[config.mk]
export PLATFORM = sky130hd
export DESIGN_NAME = line_rasterizer_flat
export DESIGN_NICKNAME = d
export VERILOG_FILES = /design/src/rtl/core/lr_pkg.sv /design/src/rtl/core/lr_if.sv /design/src/rtl/core/line_rasterizer.sv /design/src/rtl/core/lr_skid.sv /design/src/flat_wrapper.sv
export SDC_FILE = /design/constraint.sdc
export NUM_CORES = 1
export LEC_CHECK = 0
export ABC_CLOCK_PERIOD_IN_PS = 8800
export BUFFER_PORTS_ARGS = -buffer_cell sky130_fd_sc_hd__buf_2
export CAP_MARGIN = 40
export CORE_MARGIN = 5
export CORE_UTILIZATION = 30
export DETAILED_ROUTE_END_ITERATION = 10
export GPL_ROUTABILITY_DRIVEN = 0
export GPL_TIMING_DRIVEN = 1
export PLACE_DENSITY = 0.45
export SYNTH_ARGS = -nofsm -noshare
export SYNTH_HDL_FRONTEND = slang
export SYNTH_SLANG_ARGS = --single-unit
[constraint.sdc]
create_clock -name clk -period 8.8 [get_ports clk]
set_input_delay 2.64 -clock clk [delete_from_list [all_inputs] [get_ports clk]]
set_output_delay 2.64 -clock clk [all_outputs]
set_load 0.03 [all_outputs]
[src/rtl/core/lr_pkg.sv]
`default_nettype none
// ----------------------------------------------------------------------------
// lr_pkg: shared types and constants of the line rasterizer
// Field widths of the request and pixel beats, request codes and the
// payload structs of the input register and of the path to the output stage.
// ----------------------------------------------------------------------------
package lr_pkg;

  localparam int FIELD_BITS = 10;
  localparam int ADDR_BITS  = 20;

  // Request codes carried in req_type.
  localparam logic REQ_LOAD = 1'b0;
  localparam logic REQ_STEP = 1'b1;

  typedef struct packed {
    logic                  req_type;
    logic [FIELD_BITS-1:0] start_x;
    logic [FIELD_BITS-1:0] start_y;
    logic [FIELD_BITS-1:0] end_x;
    logic [FIELD_BITS-1:0] end_y;
  } line_req_t;

  typedef struct packed {
    logic [FIELD_BITS-1:0] pixel_x;
    logic [FIELD_BITS-1:0] pixel_y;
    logic [ADDR_BITS-1:0]  pixel_addr;
    logic                  last_pixel;
  } pixel_t;

endpackage
`default_nettype wire

[src/rtl/core/lr_if.sv]
`default_nettype none
// ----------------------------------------------------------------------------
// lr_if: valid/ready channels of the line rasterizer
// lr_req_if carries load and step requests, lr_pix_if carries pixels.
// ----------------------------------------------------------------------------
interface lr_req_if import lr_pkg::*; ();
  logic                  valid;
  logic                  ready;
  logic                  req_type;
  logic [FIELD_BITS-1:0] start_x;
  logic [FIELD_BITS-1:0] start_y;
  logic [FIELD_BITS-1:0] end_x;
  logic [FIELD_BITS-1:0] end_y;

  modport source (output valid, req_type, start_x, start_y, end_x, end_y, input ready);
  modport sink (input valid, req_type, start_x, start_y, end_x, end_y, output ready);
endinterface

interface lr_pix_if import lr_pkg::*; ();
  logic                  valid;
  logic                  ready;
  logic [FIELD_BITS-1:0] pixel_x;
  logic [FIELD_BITS-1:0] pixel_y;
  logic [ADDR_BITS-1:0]  pixel_addr;
  logic                  last_pixel;

  modport source (output valid, pixel_x, pixel_y, pixel_addr, last_pixel, input ready);
  modport sink (input valid, pixel_x, pixel_y, pixel_addr, last_pixel, output ready);
endinterface
`default_nettype wire

[src/rtl/core/line_rasterizer.sv]
`default_nettype none
// ----------------------------------------------------------------------------
// line_rasterizer: integer Bresenham line engine
// Loads a line from two endpoints and emits one pixel per step request.
// ----------------------------------------------------------------------------
// Usage. Requests arrive on the req channel. A beat with req_type REQ_LOAD
// sets up a new line from start and end points (dropping any line still in
// progress) and produces no pixel. A beat with req_type REQ_STEP produces
// the next pixel of the active line on the pix channel: its column, row,
// the frame buffer address row * SCREEN_WIDTH + column (20 bits, wrapping)
// and a last_pixel flag. The far endpoint is not drawn, a zero-length line
// draws nothing, and a step with no active line produces nothing.
// Timing: a request taken into the input register is processed when it
// leaves that register, and its pixel is registered in the output stage
// and offered on pix from there. One request is taken every cycle while
// the skid stage holds no pixel; the whole Bresenham update is a single pass
// of adds and compares between the input register and the output stage.
// Stalls: the output register plus a one-entry skid stage absorb a stalled
// receiver; req.ready falls only once both hold a pixel and the input
// register is full. Reset (rst, synchronous) empties all stages and leaves
// no line active.
// ----------------------------------------------------------------------------
module line_rasterizer import lr_pkg::*; #(
  parameter int SCREEN_WIDTH = 1024,
  parameter int COORD_BITS   = 10
) (
  input  logic clk,
  input  logic rst,
  lr_req_if.sink   req,
  lr_pix_if.source pix
);

  localparam int DEC_BITS = COORD_BITS + 3;

  typedef logic [COORD_BITS-1:0] coord_t;

  // Input register.
  logic      iv;
  line_req_t ireq;

  // Line state.
  coord_t              cur_x;
  coord_t              cur_y;
  coord_t              stop_major;
  coord_t              delta_major;
  coord_t              delta_minor;
  logic signed [DEC_BITS-1:0] decision;
  logic                steep_flag;
  logic                y_down_flag;
  logic                busy;

  logic   up_ready;
  logic   advance;
  logic   push;
  pixel_t pix_next;

  assign advance   = iv && up_ready;
  assign req.ready = !iv || up_ready;

  always_ff @(posedge clk) begin
    if (rst) begin
      iv <= 1'b0;
    end else if (req.valid && req.ready) begin
      iv                <= 1'b1;
      ireq.req_type     <= req.req_type;
      ireq.start_x      <= req.start_x;
      ireq.start_y      <= req.start_y;
      ireq.end_x        <= req.end_x;
      ireq.end_y        <= req.end_y;
    end else if (advance) begin
      iv <= 1'b0;
    end
  end

  // Load path: order the endpoints so x rises, then pick the major axis.
  coord_t ld_x0, ld_y0, ld_x1, ld_y1;
  coord_t ax0, ay0, ax1, ay1;
  coord_t ld_dx, ld_ady;
  logic   ld_down, ld_steep;
  coord_t ld_dmaj, ld_dmin;
  logic signed [DEC_BITS-1:0] ld_dec;

  always_comb begin
    ld_x0 = COORD_BITS'(ireq.start_x);
    ld_y0 = COORD_BITS'(ireq.start_y);
    ld_x1 = COORD_BITS'(ireq.end_x);
    ld_y1 = COORD_BITS'(ireq.end_y);
    if (ld_x1 < ld_x0) begin
      ax0 = ld_x1; ay0 = ld_y1; ax1 = ld_x0; ay1 = ld_y0;
    end else begin
      ax0 = ld_x0; ay0 = ld_y0; ax1 = ld_x1; ay1 = ld_y1;
    end
    ld_dx    = ax1 - ax0;
    ld_down  = (ay1 >= ay0);
    ld_ady   = ld_down ? (ay1 - ay0) : (ay0 - ay1);
    ld_steep = (ld_ady > ld_dx);
    ld_dmaj  = ld_steep ? ld_ady : ld_dx;
    ld_dmin  = ld_steep ? ld_dx : ld_ady;
    ld_dec   = $signed({2'b00, ld_dmin, 1'b0}) - $signed({3'b000, ld_dmaj});
  end

  // Step path: advance along the major axis, move the minor axis when the
  // decision term is not negative.
  logic   move_minor;
  coord_t y_stepped;
  coord_t st_x, st_y, st_major;
  logic   st_last;
  logic signed [DEC_BITS-1:0] st_dec;
  logic [FIELD_BITS-1:0] out_x, out_y;

  always_comb begin
    move_minor = !decision[DEC_BITS-1];
    st_dec = decision + $signed({2'b00, delta_minor, 1'b0});
    if (move_minor) begin
      st_dec = st_dec - $signed({2'b00, delta_major, 1'b0});
    end
    y_stepped = y_down_flag ? cur_y + 1'b1 : cur_y - 1'b1;
    if (steep_flag) begin
      st_x     = move_minor ? cur_x + 1'b1 : cur_x;
      st_y     = y_stepped;
      st_major = st_y;
    end else begin
      st_x     = cur_x + 1'b1;
      st_y     = move_minor ? y_stepped : cur_y;
      st_major = st_x;
    end
    st_last = (st_major == stop_major);

    out_x = FIELD_BITS'(cur_x);
    out_y = FIELD_BITS'(cur_y);
    pix_next.pixel_x    = out_x;
    pix_next.pixel_y    = out_y;
    pix_next.pixel_addr = ADDR_BITS'(ADDR_BITS'(out_y) * ADDR_BITS'(SCREEN_WIDTH))
                          + ADDR_BITS'(out_x);
    pix_next.last_pixel = st_last;
  end

  assign push = advance && (ireq.req_type == REQ_STEP) && busy;

  always_ff @(posedge clk) begin
    if (rst) begin
      cur_x       <= '0;
      cur_y       <= '0;
      stop_major  <= '0;
      delta_major <= '0;
      delta_minor <= '0;
      decision    <= '0;
      steep_flag  <= 1'b0;
      y_down_flag <= 1'b0;
      busy        <= 1'b0;
    end else if (advance && (ireq.req_type == REQ_LOAD)) begin
      cur_x       <= ax0;
      cur_y       <= ay0;
      stop_major  <= ld_steep ? ay1 : ax1;
      delta_major <= ld_dmaj;
      delta_minor <= ld_dmin;
      decision    <= ld_dec;
      steep_flag  <= ld_steep;
      y_down_flag <= ld_down;
      busy        <= (ld_dmaj != '0);
    end else if (push) begin
      cur_x    <= st_x;
      cur_y    <= st_y;
      decision <= st_dec;
      if (st_last) begin
        busy <= 1'b0;
      end
    end
  end

  lr_skid u_skid (
    .clk        (clk),
    .rst        (rst),
    .push_valid (push),
    .push_data  (pix_next),
    .push_ready (up_ready),
    .pix        (pix)
  );

  // The major extent never falls below the minor one on an active line.
  a_major_dominates: assert property (@(posedge clk) disable iff (rst)
    busy |-> (delta_major >= delta_minor))
    else $error("active line has minor extent above major extent");

  // The final pixel of a line ends it.
  a_last_ends_line: assert property (@(posedge clk) disable iff (rst)
    (push && pix_next.last_pixel) |=> !busy)
    else $error("line still active after its last pixel");

  // Back-pressure on requests only while the input register is occupied.
  a_ready_drop: assert property (@(posedge clk) disable iff (rst)
    !req.ready |-> iv)
    else $error("request channel stalled with empty input register");

endmodule
`default_nettype wire

[src/rtl/core/lr_skid.sv]
`default_nettype none
// ----------------------------------------------------------------------------
// lr_skid: pixel output register with a skid stage
// Holds one pixel for the receiver and catches one more while it stalls,
// so the upstream ready is a plain register.
// ----------------------------------------------------------------------------
module lr_skid import lr_pkg::*; (
  input  logic   clk,
  input  logic   rst,
  input  logic   push_valid,
  input  pixel_t push_data,
  output logic   push_ready,
  lr_pix_if.source pix
);

  logic   main_valid;
  logic   skid_valid;
  pixel_t main_data;
  pixel_t skid_data;
  logic   pop;

  assign pop        = main_valid && pix.ready;
  assign push_ready = !skid_valid;

  always_ff @(posedge clk) begin
    if (rst) begin
      main_valid <= 1'b0;
      skid_valid <= 1'b0;
    end else if (skid_valid) begin
      if (pop) begin
        main_data  <= skid_data;
        skid_valid <= 1'b0;
      end
    end else if (push_valid) begin
      if (main_valid && !pop) begin
        skid_data  <= push_data;
        skid_valid <= 1'b1;
      end else begin
        main_data  <= push_data;
        main_valid <= 1'b1;
      end
    end else if (pop) begin
      main_valid <= 1'b0;
    end
  end

  assign pix.valid      = main_valid;
  assign pix.pixel_x    = main_data.pixel_x;
  assign pix.pixel_y    = main_data.pixel_y;
  assign pix.pixel_addr = main_data.pixel_addr;
  assign pix.last_pixel = main_data.last_pixel;

endmodule
`default_nettype wire

[src/flat_wrapper.sv]
// flat-port wrapper written by rule: the top's interface ports become plain ports
module line_rasterizer_flat import lr_pkg::*;
#(
  parameter int SCREEN_WIDTH = 1024,
  parameter int COORD_BITS   = 10
)
  (clk, rst, req_valid, req_req_type, req_start_x, req_start_y, req_end_x, req_end_y, req_ready, pix_valid, pix_pixel_x, pix_pixel_y, pix_pixel_addr, pix_last_pixel, pix_ready);
  lr_req_if req_i ();
  lr_pix_if pix_i ();
  input  logic clk;
  input  logic rst;
  input wire logic [$bits(req_i.valid)-1:0] req_valid;
  input wire logic [$bits(req_i.req_type)-1:0] req_req_type;
  input wire logic [$bits(req_i.start_x)-1:0] req_start_x;
  input wire logic [$bits(req_i.start_y)-1:0] req_start_y;
  input wire logic [$bits(req_i.end_x)-1:0] req_end_x;
  input wire logic [$bits(req_i.end_y)-1:0] req_end_y;
  output wire logic [$bits(req_i.ready)-1:0] req_ready;
  output wire logic [$bits(pix_i.valid)-1:0] pix_valid;
  output wire logic [$bits(pix_i.pixel_x)-1:0] pix_pixel_x;
  output wire logic [$bits(pix_i.pixel_y)-1:0] pix_pixel_y;
  output wire logic [$bits(pix_i.pixel_addr)-1:0] pix_pixel_addr;
  output wire logic [$bits(pix_i.last_pixel)-1:0] pix_last_pixel;
  input wire logic [$bits(pix_i.ready)-1:0] pix_ready;
  assign req_i.valid = req_valid;
  assign req_i.req_type = req_req_type;
  assign req_i.start_x = req_start_x;
  assign req_i.start_y = req_start_y;
  assign req_i.end_x = req_end_x;
  assign req_i.end_y = req_end_y;
  assign req_ready = req_i.ready;
  assign pix_valid = pix_i.valid;
  assign pix_pixel_x = pix_i.pixel_x;
  assign pix_pixel_y = pix_i.pixel_y;
  assign pix_pixel_addr = pix_i.pixel_addr;
  assign pix_last_pixel = pix_i.last_pixel;
  assign pix_i.ready = pix_ready;
  line_rasterizer #(.SCREEN_WIDTH(SCREEN_WIDTH), .COORD_BITS(COORD_BITS)) u_core (.clk(clk), .rst(rst), .req(req_i), .pix(pix_i));
endmodule
==> metrics.md, run 1 <==
| Metric | Value |
|---|---|
| Outcome | `finished, final reports clean` |
| Leak | `4.73 nW` |
| GR Overflow Total | `0` |
| Max-cap check violation count | `0` |
| Mapped Cells | `1206` |
| Fmax | `124 MHz` |
| Vias in the first global route | `8314` |
| Post-CTS Setup Bufs | `0` |
| Global router's overall resource usage | `15.8%` |
| Final core occ | `34.3%` |
| Worst Path Arrival | `8.39 ns` |
| Slowest-stage cell, CP | `mux2i_1` |
| Clock Pin Slew Worst Setup and Hold Paths | `0.07 ns` |
| Post-Route Setup TNS | `0 ns` |
| Finish-stage setup viols | `0` |
| Worst Tran Pin Value | `0.859 ns` |
| Die area | `39600 um^2` |
| Die span in x | `199 um` |
| Post-synthesis async set-or-reset flop share | `0%` |
| Sequential cell area | `3850 um^2` |
| H-Tree Depth | `4` |
| WL per Instance | `18.1 um` |
| Area of the multi-input gates | `6210 um^2` |
| Number of gates resized after CTS | `0` |
| Area growth syn-to-layout | `13.1%` |
| Die height | `199 um` |
| Antenna-violating nets left | `0` |
| CTS Root Cell | `clkbuf_16` |
| Core Box Area | `35400 um^2` |
| Most used cell, CP | `ha_1` |
| Crit start category | `register` |
| I/O pins | `88` |
| Final Max Tran Viols | `0` |
| First-pass GRT wire length | `48300 um` |
| Slew headroom | `42.7%` |
| Power per cell area | `235 nW/um^2` |
| I/O Buffers | `87` |
| Final #Nets | `1356` |
| Setup crit end kind | `register` |
| Layout cells sized above 1 | `17.1%` |
| Yosys Warn Count | `0` |
| DP Worst Slack | `0.828 ns` |
| Initial antenna violation count | `0` |
| Seq/Total Area, Yosys | `35.9%` |
| Setup CP Type | `register to register` |
| Post-Syn Area | `10700 um^2` |
| Synth Net Count | `1312` |
| Initial DRT Pass Iterations | `5` |
| Final Hold Fails | `0` |
| Synthesized area per cell | `8.89 um^2` |
| Crit Path Max Fanout | `25` |
| Crit path time final | `8.04 ns` |
| Worst vdd ir | `0.000148 V` |
| Number of remaining DRC errors | `0` |
| Largest net degree at the start of global routing | `75` |
| # rows | `69` |
| Initial drt markers | `626` |
| Worst min path class | `register to register` |
| Predominant post-synthesis flop cell | `edfxtp_1` |
| Netlist cell types | `91` |
| Final worst slack | `0.757 ns` |
| Initial Util | `30.3%` |
| WHS | `0.460 ns` |
| Post-synth EDFFs | `83` |
| Synthesized flop and latch total | `151` |
| Filler Cell Count | `3688` |
| Vias | `8711` |
| Vias/cell | `5.05` |
| CTS tree | `built` |
| ANT cells | `0` |
| Clock skew | `0.0159 ns` |
| Worst-Skew Late Latency | `0.45 ns` |
| Most common cell after layout, fill and taps aside | `a21oi_1` |
| DP Wirelength | `23800 um` |
| # hold bufs at CTS | `0` |
| CTS sink cnt | `151` |
| RSZ-0062 raised after global routing | `false` |
| Most frequent cells in the layout | `a21oi_1, nor2_1, nand2_1` |
| Final wirelength | `31200 um` |
| CP max stage delay | `0.51 ns` |
| CTS buffer count | `17` |
| Fin crit share | `91.4%` |
| Longest Clk Path Bufs | `2` |
| WP data required | `9.15 ns` |
[path summary, 6_finish.rpt]
path	from	end	slack (ns)	depth (start not counted)
setup / recovery	u_core.ld_x1[4]$_DFFE_PP_	u_core.decision[10]$_SDFFE_PP0P_	0.76	29
hold / removal	u_core.delta_major[3]$_SDFFE_PP0P_	u_core.delta_major[3]$_SDFFE_PP0P_	0.46	2
setup reg to reg	u_core.ld_x1[4]$_DFFE_PP_	u_core.decision[10]$_SDFFE_PP0P_	0.76	29
hold reg to reg	u_core.delta_major[3]$_SDFFE_PP0P_	u_core.delta_major[3]$_SDFFE_PP0P_	0.46	2
[report_power, final]
group	switching, W	internal (W)	total, W
sequential	0.0000358	0.000779	0.000815
combinational	0.000761	0.000474	0.00123
clock	0.000344	0.000459	0.000803
[synthesized netlist by cell type, types with 24 or more instances]
cell,n,area [um^2]
o21ai_0,45,225
ha_1,57,713
xnor2_1,50,438
a211oi_1,40,300
edfxtp_1,83,2490
clkbuf_1,40,150
inv_1,76,285
mux2i_1,25,250
nor2_1,130,488
nand2_1,104,390
dfxtp_1,68,1360
mux2_2,24,270
a21oi_1,134,671
[per-layer routing]
| metal | global-route usage (%) | wire length [um] | vias to the layer above |
|---|---|---|---|
| li1 | - | - | 4400 |
| met1 | 22.7 | 15600 | 4072 |
| met2 | 23.8 | 13500 | 201 |
| met3 | 3.00 | 1310 | 38 |
| met4 | 5.27 | 795 | 0 |
| met5 | 0 | 0 | - |
[stage by stage]
step	power (W)	cell area, um^2	std cells
6_report	0.00285	12100	1724
5_1_grt	0.00305	12100	1724
4_1_cts	0.00288	12100	1724
3_5_place_dp	0.00206	11500	1692
3_3_place_gp	0.00207	11500	1691
2_1_floorplan	0.00176	10700	1206
[logic make-up (layout without fill, tap and decap cells)]
family | Yosys count | in the layout | share of synthesized area (%)
and+or+nand+nor | 366 | 366 | 16.4
AOI/OAI and AO/OA | 335 | 335 | 21.2
buffers and inverters | 156 | 213 | 6.46
DFF | 151 | 151 | 35.9
xor gates and xnor gates | 75 | 75 | 6.34
adders and majority gates | 72 | 72 | 8.44
muxes | 51 | 51 | 5.20
[cell type report]
type,instances,share of cell area (%)
flip-flops and latches,151,31.8
clock buffers,17,3.51
well taps,461,4.76
multi-input cells,899,51.2
repair buffers,103,4.58
inverters,78,2.41
clock inverters,15,1.73
[worst max-delay path: cells and delay by family, from the launching register on]
family          cells  cell delay [ns]
compound gates     12             3.30
flops               1             0.46
simple gates        6             1.05
mux                 3             1.25
fa+ha+maj           4             1.31
xor+xnor            1             0.33
buf+inv             3             0.25
[state kept, by name, summed over array words and instances (netlist names)]
register                      cells
u_core.decision                  12
u_core.steep_flag                 1
u_core.busy                       1
u_core.cur_x                     10
u_core.stop_major                10
u_core.iv                         1
u_core.ireq                       1
u_core.u_skid.skid_valid          1
u_core.u_skid.pix.last_pixel      1
u_core.ld_y1                     10
u_core.cur_y                     10
u_core.delta_major               10
u_core.ld_x1                     10
u_core.u_skid.pix.pixel_addr      1
u_core.u_skid.pix.pixel_x         9
u_core.ld_x0                     10
u_core.u_skid.skid_data          21
u_core.y_down_flag                1
u_core.u_skid.pix.pixel_y        10
u_core.ld_y0                     10
u_core.u_skid.pix.valid           1
u_core.delta_minor               10
Note: power is estimated with default switching activity, not from simulation.
==> run 2: changes to the inputs <==
--- a/config.mk
+++ b/config.mk
@@ -14,6 +14,7 @@
 export GPL_ROUTABILITY_DRIVEN = 0
 export GPL_TIMING_DRIVEN = 1
 export PLACE_DENSITY = 0.45
+export RECOVER_POWER = 50
 export SYNTH_ARGS = -nofsm -noshare
 export SYNTH_HDL_FRONTEND = slang
 export SYNTH_SLANG_ARGS = --single-unit
==> run 2 against run 1 <==
  * The flow now finishes with violations (capacitance limit, slew limit)
  * Sequential share of layout area rose by 0.10 points
  * Final area fell by 0.32%
  * Cell count did not move
  * Utilization fell by 0.11 points
  * Worst hold slack barely moved
  * Highest routed layer unchanged
==> metrics.md, run 2 (synthesis results as in run 1) <==
| Metric | Value |
|---|---|
| Outcome | `complete, but fails checks` |
| Violated checks | `capacitance limit, slew limit` |
| Total Power | `0.00285 W` |
| Initial antenna violation count | `0` |
| Worst Tran Pin Value | `3.62 ns` |
| Sequential cell area | `3850 um^2` |
| Worst vdd ir | `0.000148 V` |
| Initial drt markers | `628` |
| Filler Cell Count | `3703` |
| Worst Path Arrival | `8.39 ns` |
| ANT cells | `0` |
| Antenna-violating nets left | `0` |
| Power per cell area | `236 nW/um^2` |
| Biggest register | `u_core.u_skid.skid_data` |
| RSZ-0062 raised after global routing | `false` |
| WL per Instance | `18.2 um` |
| Post-Route Setup TNS | `0 ns` |
| Largest net degree at the start of global routing | `75` |
| FF-to-FF path depth | `29` |
| Initial Util | `30.3%` |
| Vias/cell | `5.06` |
| CTS buffer count | `17` |
| H-Tree Depth | `4` |
| Leak | `4.67 nW` |
| Worst-Skew Late Latency | `0.44 ns` |
| CTS tree | `built` |
| Layout cells sized above 1 | `15.4%` |
| Fmax | `124 MHz` |
| Area growth syn-to-layout | `12.7%` |
| Most used cell, CP | `ha_1` |
| WP data required | `9.12 ns` |
| Fin crit share | `91.7%` |
| Clock skew | `0.0155 ns` |
| Area of the multi-input gates | `6210 um^2` |
| Most frequent cells in the layout | `a21oi_1, nor2_1, nand2_1` |
| Vias | `8731` |
| Core Box Area | `35400 um^2` |
| Hold Path Stages | `2` |
| Post-CTS Setup Bufs | `0` |
| Initial DRT Pass Iterations | `7` |
| Max reg flops | `21` |
| Design area | `12100 um^2` |
| Number of gates resized after CTS | `0` |
| Worst r2r src | `u_core.ld_x1[3]$_DFFE_PP_` |
| Crit start category | `register` |
| Final #Nets | `1356` |
| Most common cell after layout, fill and taps aside | `a21oi_1` |
| Final Hold Fails | `0` |
| CTS sink cnt | `151` |
| # rows | `69` |
| Die area | `39600 um^2` |
| Hold endpoint | `u_core.delta_major[3]$_SDFFE_PP0P_` |
| First-pass GRT wire length | `48300 um` |
| R2r endpoint | `u_core.decision[9]$_SDFFE_PP0P_` |
| GR Overflow Total | `0` |
| I/O pins | `88` |
| Slew headroom | `-142%` |
| Max-cap check violation count | `1` |
| Finished Layout Cells | `1724` |
| WHS | `0.460 ns` |
| CP max stage delay | `0.48 ns` |
| Placed cell area | `11500 um^2` |
| CTS Root Cell | `clkbuf_16` |
| Longest Clk Path Bufs | `2` |
| Die span in x | `199 um` |
| # hold bufs at CTS | `0` |
| Setup CP Type | `register to register` |
| R2R setup slack | `0.73 ns` |
| Placed cells | `1692` |
| Vias in the first global route | `8314` |
| Final wirelength | `31300 um` |
| Top Registers | `u_core.u_skid.skid_data: 21 flops, u_core.decision: 12 flops` |
| Crit path time final | `8.07 ns` |
| I/O Buffers | `87` |
| Hold Startpoint | `u_core.delta_major[3]$_SDFFE_PP0P_` |
| Global router's overall resource usage | `15.8%` |
| Crit Path Max Fanout | `25` |
| Die height | `199 um` |
| DP Wirelength | `23800 um` |
| Clock Pin Slew Worst Setup and Hold Paths | `0.07 ns` |
| Setup crit end kind | `register` |
| Finish-stage setup viols | `0` |
| Final Max Tran Viols | `75` |
| Number of remaining DRC errors | `0` |
| Worst min path class | `register to register` |
| Slowest-stage cell, CP | `ha_1` |
run 2: routing by layer:
layer | GRT usage (%) | vias up | part of all wire [%]
met3 | 3.00 | 38 | 4.4
met2 | 23.8 | 204 | 43
met4 | 5.27 | 0 | 2.5
li1 | - | 4402 | -
met1 | 22.7 | 4087 | 50
met5 | 0 | - | 0
run 2: layout make-up:
type	count	area share, %
Multi-Input combinational cell	899	51.3
Sequential cell	151	31.9
Tap cell	461	4.77
Timing Repair Buffer	103	4.33
Clock buffer	17	3.52
Inverter	78	2.42
Clock inverter	15	1.74
run 2: worst max-delay path by stage:
| stage | from | to | slack (ns) | cells past startpoint |
|---|---|---|---|---|
| after global placement | u_core.ld_x1[3]$_DFFE_PP_ | u_core.decision[10]$_SDFFE_PP0P_ | 0.93 | 29 |
| after floorplan | u_core.ld_x1[3]$_DFFE_PP_ | u_core.decision[9]$_SDFFE_PP0P_ | 0.02 | 40 |
| after detailed placement | u_core.ld_x1[3]$_DFFE_PP_ | u_core.decision[10]$_SDFFE_PP0P_ | 0.83 | 29 |
| after CTS | u_core.ld_x1[3]$_DFFE_PP_ | u_core.decision[10]$_SDFFE_PP0P_ | 0.79 | 29 |
| final | u_core.ld_x1[3]$_DFFE_PP_ | u_core.decision[9]$_SDFFE_PP0P_ | 0.73 | 29 |
| after global routing | u_core.ld_x0[3]$_DFFE_PP_ | u_core.decision[9]$_SDFFE_PP0P_ | 0.07 | 30 |
run 2: per-stage QoR:
step | setup slack (ns) | utilization, %
floorplan | 0.0167 | -
global placement | 0.933 | 32.4
detailed placement | 0.828 | 32.5
CTS | 0.793 | 34.3
global route | 0.0724 | 34.1
finish | 0.727 | 34.1
run 2: power by group:
group | internal (W) | total [W] | switching (W)
Clock | 0.000459 | 0.000803 | 0.000344
Sequential | 0.000780 | 0.000815 | 0.0000358
Combinational | 0.000473 | 0.00123 | 0.000761
Total | 0.00171 | 0.00285 | 0.00114
run 2: worst max-delay path: cells and delay by family (launching register included):
| kind | cells | cell delay [ns] |
|---|---|---|
| fa+ha+maj | 4 | 1.37 |
| xor+xnor | 1 | 0.33 |
| compound gates | 14 | 3.41 |
| buf+inv | 1 | 0.11 |
| mux | 3 | 1.13 |
| flops | 1 | 0.45 |
| simple gates | 6 | 1.15 |
